[src/hw/rtl/mtmd_dist_unit.sv]
`timescale 1ns / 1ps
module mtmd_dist_unit #(
   parameter int COORD_BITS = 32,
   parameter int TW         = 43
) (
   input  logic                  clock,
   input  logic                  reset,
   input  logic                  clear,
   input  logic                  in_valid,
   input  logic [COORD_BITS-1:0] xi,
   input  logic [COORD_BITS-1:0] yi,
   input  logic [COORD_BITS-1:0] xj,
   input  logic [COORD_BITS-1:0] yj,
   output logic [TW-1:0]         acc,
   output logic                  busy
);
   logic                  v2_ff, v3_ff;
   logic [COORD_BITS-1:0] adx_ff, ady_ff;
   logic [COORD_BITS:0]   dsum_ff;
   logic [TW-1:0]         acc_ff;

   always_ff @(posedge clock) begin
      if (reset) begin
         v2_ff <= 1'b0;
         v3_ff <= 1'b0;
      end else begin
         v2_ff <= in_valid;
         v3_ff <= v2_ff;
      end
      adx_ff  <= (xi >= xj) ? xi - xj : xj - xi;
      ady_ff  <= (yi >= yj) ? yi - yj : yj - yi;
      dsum_ff <= {1'b0, adx_ff} + {1'b0, ady_ff};
      if (clear) begin
         acc_ff <= '0;
      end else if (v3_ff) begin
         acc_ff <= acc_ff + TW'(dsum_ff);
      end
   end

   assign acc  = acc_ff;
   assign busy = in_valid | v2_ff | v3_ff;
endmodule

[config.mk]
export PLATFORM = sky130hd
export DESIGN_NAME = mtmd_dist_unit
export DESIGN_NICKNAME = d
export VERILOG_FILES = /design/src/hw/rtl/mtmd_dist_unit.sv
export SDC_FILE = /design/constraint.sdc
export NUM_CORES = 1
export LEC_CHECK = 0
export ABC_AREA = 1
export BUFFER_PORTS_ARGS = -buffer_cell sky130_fd_sc_hd__buf_4
export CAP_MARGIN = 20
export CORE_MARGIN = 3
export CORE_UTILIZATION = 55
export DETAILED_ROUTE_END_ITERATION = 6
export PLACE_DENSITY = 0.75
export SLEW_MARGIN = 0
export SYNTH_ARGS = -nofsm -noshare
export SYNTH_HDL_FRONTEND = slang
export SYNTH_SLANG_ARGS = --single-unit
[constraint.sdc]
create_clock -name clock -period 6.6 [get_ports clock]
set_input_delay 1.65 -clock clock [delete_from_list [all_inputs] [get_ports clock]]
set_output_delay 1.65 -clock clock [all_outputs]
set_load 0.02 [all_outputs]
; After elaboration in Yosys (flattened, before gate mapping)
; Index checks and enable logic that the tools add are counted.
[totals]
output_inout_bits = 44
inputBits = 132
wordCells = 18
regBits = 142
[op_classes]
addsub = 6
bitwise_logic = 2
muxes = 2
magnitude_cmp = 2
[ops]
columns = operator, count
row1 = $sub A32 B32 Y32, 4
row2 = $ge A32 B32 Y1, 2
row3 = $mux W32, 2
row4 = $add A43 B33 Y43, 1
row5 = $add A32 B32 Y33, 1
row6 = $or A1 B1 Y1, 2

; Logic depth before layout (Yosys ltp)
[depth]
word_depth = 2
ltp_mapped = 16
ltp_nobuf = 16

; Worst setup path before layout
; OpenSTA, ideal clock, no wires.
[synth_timing]
path_type = input -> output
start = input in_valid
end = output busy
path_slack_ns = 3.064
arrival_ns = 1.886
cell_stages = 2
required_ns = 4.950
cell_sequence = inv_1 nand3_1
[synth_via]
elab_chain_len = 2
[synth_lines]
columns = item, line
row1 = start: declaration, 9  ; input logic in_valid,
row2 = $or A1 B1 Y1 (2 in series), 41  ; assign busy = in_valid | v2_ff | v3_ff;
row3 = end: declaration, 15  ; output logic busy
; Every way passes these cells.

; Final worst setup path
[layout_timing]
start = register v3_ff
end = output busy
[layout_via]
elab_chain_len = 1
[layout_lines]
columns = item, line
row1 = start: declaration, 17  ; logic v2_ff, v3_ff;
row2 = start signal: assignment, 28  ; v3_ff <= v2_ff;
row3 = $or A1 B1 Y1, 41
; Every way passes these cells.

==> flow_metrics.py <==
metrics = {
    "final_layout": {
        "syn_to_final_growth_pct": 11.84,
        "drive_above_1_share": 0.07350,
        "final_nets": 3595,
        "n_fill_cell": 3065,
        "stdcell_count": 3675,
        "num_antenna_cells": 0,
    },
    "critical_path": {
        "path_cells": "buf_4 -> inv_1 -> nand3_1 -> buf_4",
        "crit_buf_inv": 3,
        "crit_type": "reg2out",
        "reg2reg_depth": 15,
        "crit_path_end": "busy",
        "cp_slowest_stage_delay_ps": 600,
        "worst_ep_required_time_ps": 4950,
        "worst-path-stages": 4,
        "crit_path_end_kind": "primary output",
        "reg2reg_to": "acc[40]",
        "cp_data_arrival_time_ps": 2270,
        "crit_start": "v3_ff",
        "cp_max_fo": 66,
        "critPathTopFamily": "buffers and inverters",
        "rrSetupSlack_ps": 4210,
        "crit_top_cell": "buf_4",
        "reg2reg_from": "acc[0]",
        "startpoint_type": "flop",
        "cp_slowest_cell": "inv_1",
    },
    "floorplanning": {
        "ios": 176,
        "die_area_sq_um": 33890,
        "core-area_sq_um": 30910,
        "start_util": 0.5644,
        "rows": 64,
        "die_h_microns": 184.1,
        "dieWidth_microns": 184.1,
    },
    "grt": {
        "top_usage_layer": "met2",
        "grtUsageMet3": 0.04480,
        "met2_usage": 0.5659,
        "grt_pass1_wl_mm": 91.88,
        "first_global_vias": 18480,
        "overflow": 0,
        "grt_util_met1": 0.4429,
        "grt_max_degree": 67,
        "grt_usage": 0.3336,
        "antenna_found_initial": 0,
    },
    "synthesis": {
        "synth.distinct_cells": 41,
        "async_reset_ff_frac": 0,
        "syn_area_sq_um": 17450,
        "ys_seq_area_frac": 0.1629,
        "yosysWarnings": 0,
        "synth_seq_cells": 142,
        "syn-instance-count": 3124,
        "synth_ff_type": "dfxtp_1",
        "syn_area_per_cell_sq_um": 5.584,
        "synth.net_count": 3453,
        "synth_edf_count": 0,
    },
    "clock_network": {
        "cts_tree": "built",
        "cts-root-buf": "clkbuf_16",
        "clk_pin_slew_ps": 70,
        "cts.sinks": 142,
        "hold_buffers": 0,
        "cts_resized": 0,
        "cts_setup_buffers": 0,
        "clkLatencyLatePin_ps": 430,
        "numCtsBuffers": 17,
        "htreeDepth": 4,
        "clockBufferDepth": 2,
    },
    "sta": {
        "tns_ps": 0,
        "min_period_over_period": 0.5947,
        "setup_viol_count_final": 0,
        "slew_violations": 0,
        "rsz0062_at_grt": "false",
        "fmax_ghz": 0.2548,
        "fin_skew_ps": 12.32,
        "worst_slew_pin_slew_ps": 820.2,
        "hold_slack_ps": 436.6,
        "period_needed_ps": 3925,
        "slew_headroom": 0.4526,
        "hold_viol": 0,
    },
    "outcome": {
        "run_status": "complete, but fails checks",
        "violations": "design-rule violations",
    },
    "flow_run": {
        "max_cap_violations": 0,
    },
    "routing": {
        "wl_per_cell_microns": 15.73,
        "remaining_drc_errors": 3,
        "wl_mm": 57.82,
        "first_pass_iters": 7,
        "drt-initial-drc-count": 1870,
        "drtAntennaViolNets": 0,
        "num_vias": 19750,
        "vias_per_cell": 5.374,
    },
    "pwr": {
        "leakagePower_nw": 11.57,
        "vdd_drop_max_uv": 235.2,
        "powerDensity_nw_per_um2": 244.4,
        "power.total_w": 0.004768,
    },
    "hold_path": {
        "min_path_type": "reg2reg",
    },
    "place": {
        "place_congestion": 1.008,
        "place_inst": 3643,
        "io_buffers": 175,
        "dp_hpwl_mm": 49.01,
    },
}
==> cells in the final DEF, fill, tap and decap left out, types with 17 or more instances in the layout <==
cell type	n
a21oi_1	227
buf_4	178
clkbuf_16	17
dfxtp_1	141
ha_1	191
inv_1	536
nand2_1	1137
nand3_1	163
nand4_1	30
nor2_1	296
nor3_1	19
o21ai_0	118
o21ai_1	24
o21bai_1	21
xor2_1	84
==> layer usage <==
metal | part of all wire | vias up
met2 | 0.45 | 794
met4 | 0.029 | 0
met5 | 0 | -
met3 | 0.076 | 92
met1 | 0.44 | 8899
li1 | - | 9963
==> through the flow <==
stage	cell area [sq um]	setup slack [ps]	utilization
2_1_floorplan	17450	3064	-
3_3_place_gp	18950	2411	0.6132
3_5_place_dp	18950	2401	0.6132
4_1_cts	19510	2664	0.6312
5_1_grt	19510	2560	0.6312
6_report	19510	2675	0.6312
==> sequential cells by signal (all words and copies together), names as in the netlist <==
| signal | count |
|---|---|
| ady_ff | 32 |
| v2_ff | 1 |
| adx_ff | 32 |
| acc | 43 |
| v3_ff | 1 |
| dsum_ff | 33 |
==> Yosys cell counts, types with 7 or more instances <==
cell / count / area share
a21oi_1: 227 / 0.065
buf_2: 26 / 0.0075
buf_6: 9 / 0.0058
clkbuf_1: 10 / 0.0022
dfxtp_1: 142 / 0.16
ha_1: 191 / 0.14
inv_1: 536 / 0.12
inv_2: 10 / 0.0022
nand2_1: 1137 / 0.24
nand3_1: 163 / 0.047
nand4_1: 30 / 0.011
nor2_1: 296 / 0.064
nor3_1: 19 / 0.0055
o211ai_1: 7 / 0.0030
o21ai_0: 118 / 0.034
o21ai_1: 24 / 0.0069
o21bai_1: 21 / 0.0090
xnor2_1: 10 / 0.0050
xor2_1: 84 / 0.042
==> layout make-up <==
cell class	instances	area, sq um	area share
clock buffer	18	429.2	0.02200
clock inverter	14	128.9	0.006605
inverter	547	2053	0.1052
multi-input combinational	2380	12220	0.6265
sequential	142	2844	0.1458
tap	396	495.5	0.02539
timing repair buffer	178	1336	0.06849
==> worst reg2reg max path, cell delays in order (launching register included) <==
cell	delay, ps
dfxtp_1	360
ha_1	220
inv_1	70
fa_1	400
inv_1	140
nand2_1	60
nand2_1	70
nand3_1	70
nand2_1	180
nand2_1	80
nand3_1	190
nand2_1	80
nand2_1	130
nand3_1	80
nand2_1	90
nor2_1	50
==> power breakdown <==
group          switching (W)  leakage, nW  internal [W]
Clock               0.000422        0.264      0.000494
Sequential          0.000140         1.19       0.00109
Combinational        0.00174         10.1      0.000888
==> worst min path at each step <==
stage          cells past startpoint  startpoint  slack (ps)         end
6_report                           2       v2_ff         440       v3_ff
3_3_place_gp                       2       v2_ff         410       v3_ff
2_1_floorplan                      2       v2_ff         410       v3_ff
4_1_cts                            2       v2_ff         440       v3_ff
3_5_place_dp                       2       v2_ff         420       v3_ff
5_1_grt                            1   ady_ff[0]         450  dsum_ff[0]
==> logic make-up (layout without fill, tap and decap cells) <==
group / count (synthesis) / count (layout) / share of synthesized area
AND/OR/NAND/NOR: 1672 / 1672 / 0.3828
buffers and inverters: 602 / 757 / 0.1363
AO/OA/AOI/OAI: 417 / 417 / 0.1269
adder cells (fa/ha/maj): 197 / 197 / 0.1439
flip-flops: 142 / 142 / 0.1629
XOR/XNOR: 94 / 94 / 0.04719
Note: power is estimated with default switching activity, not from simulation.
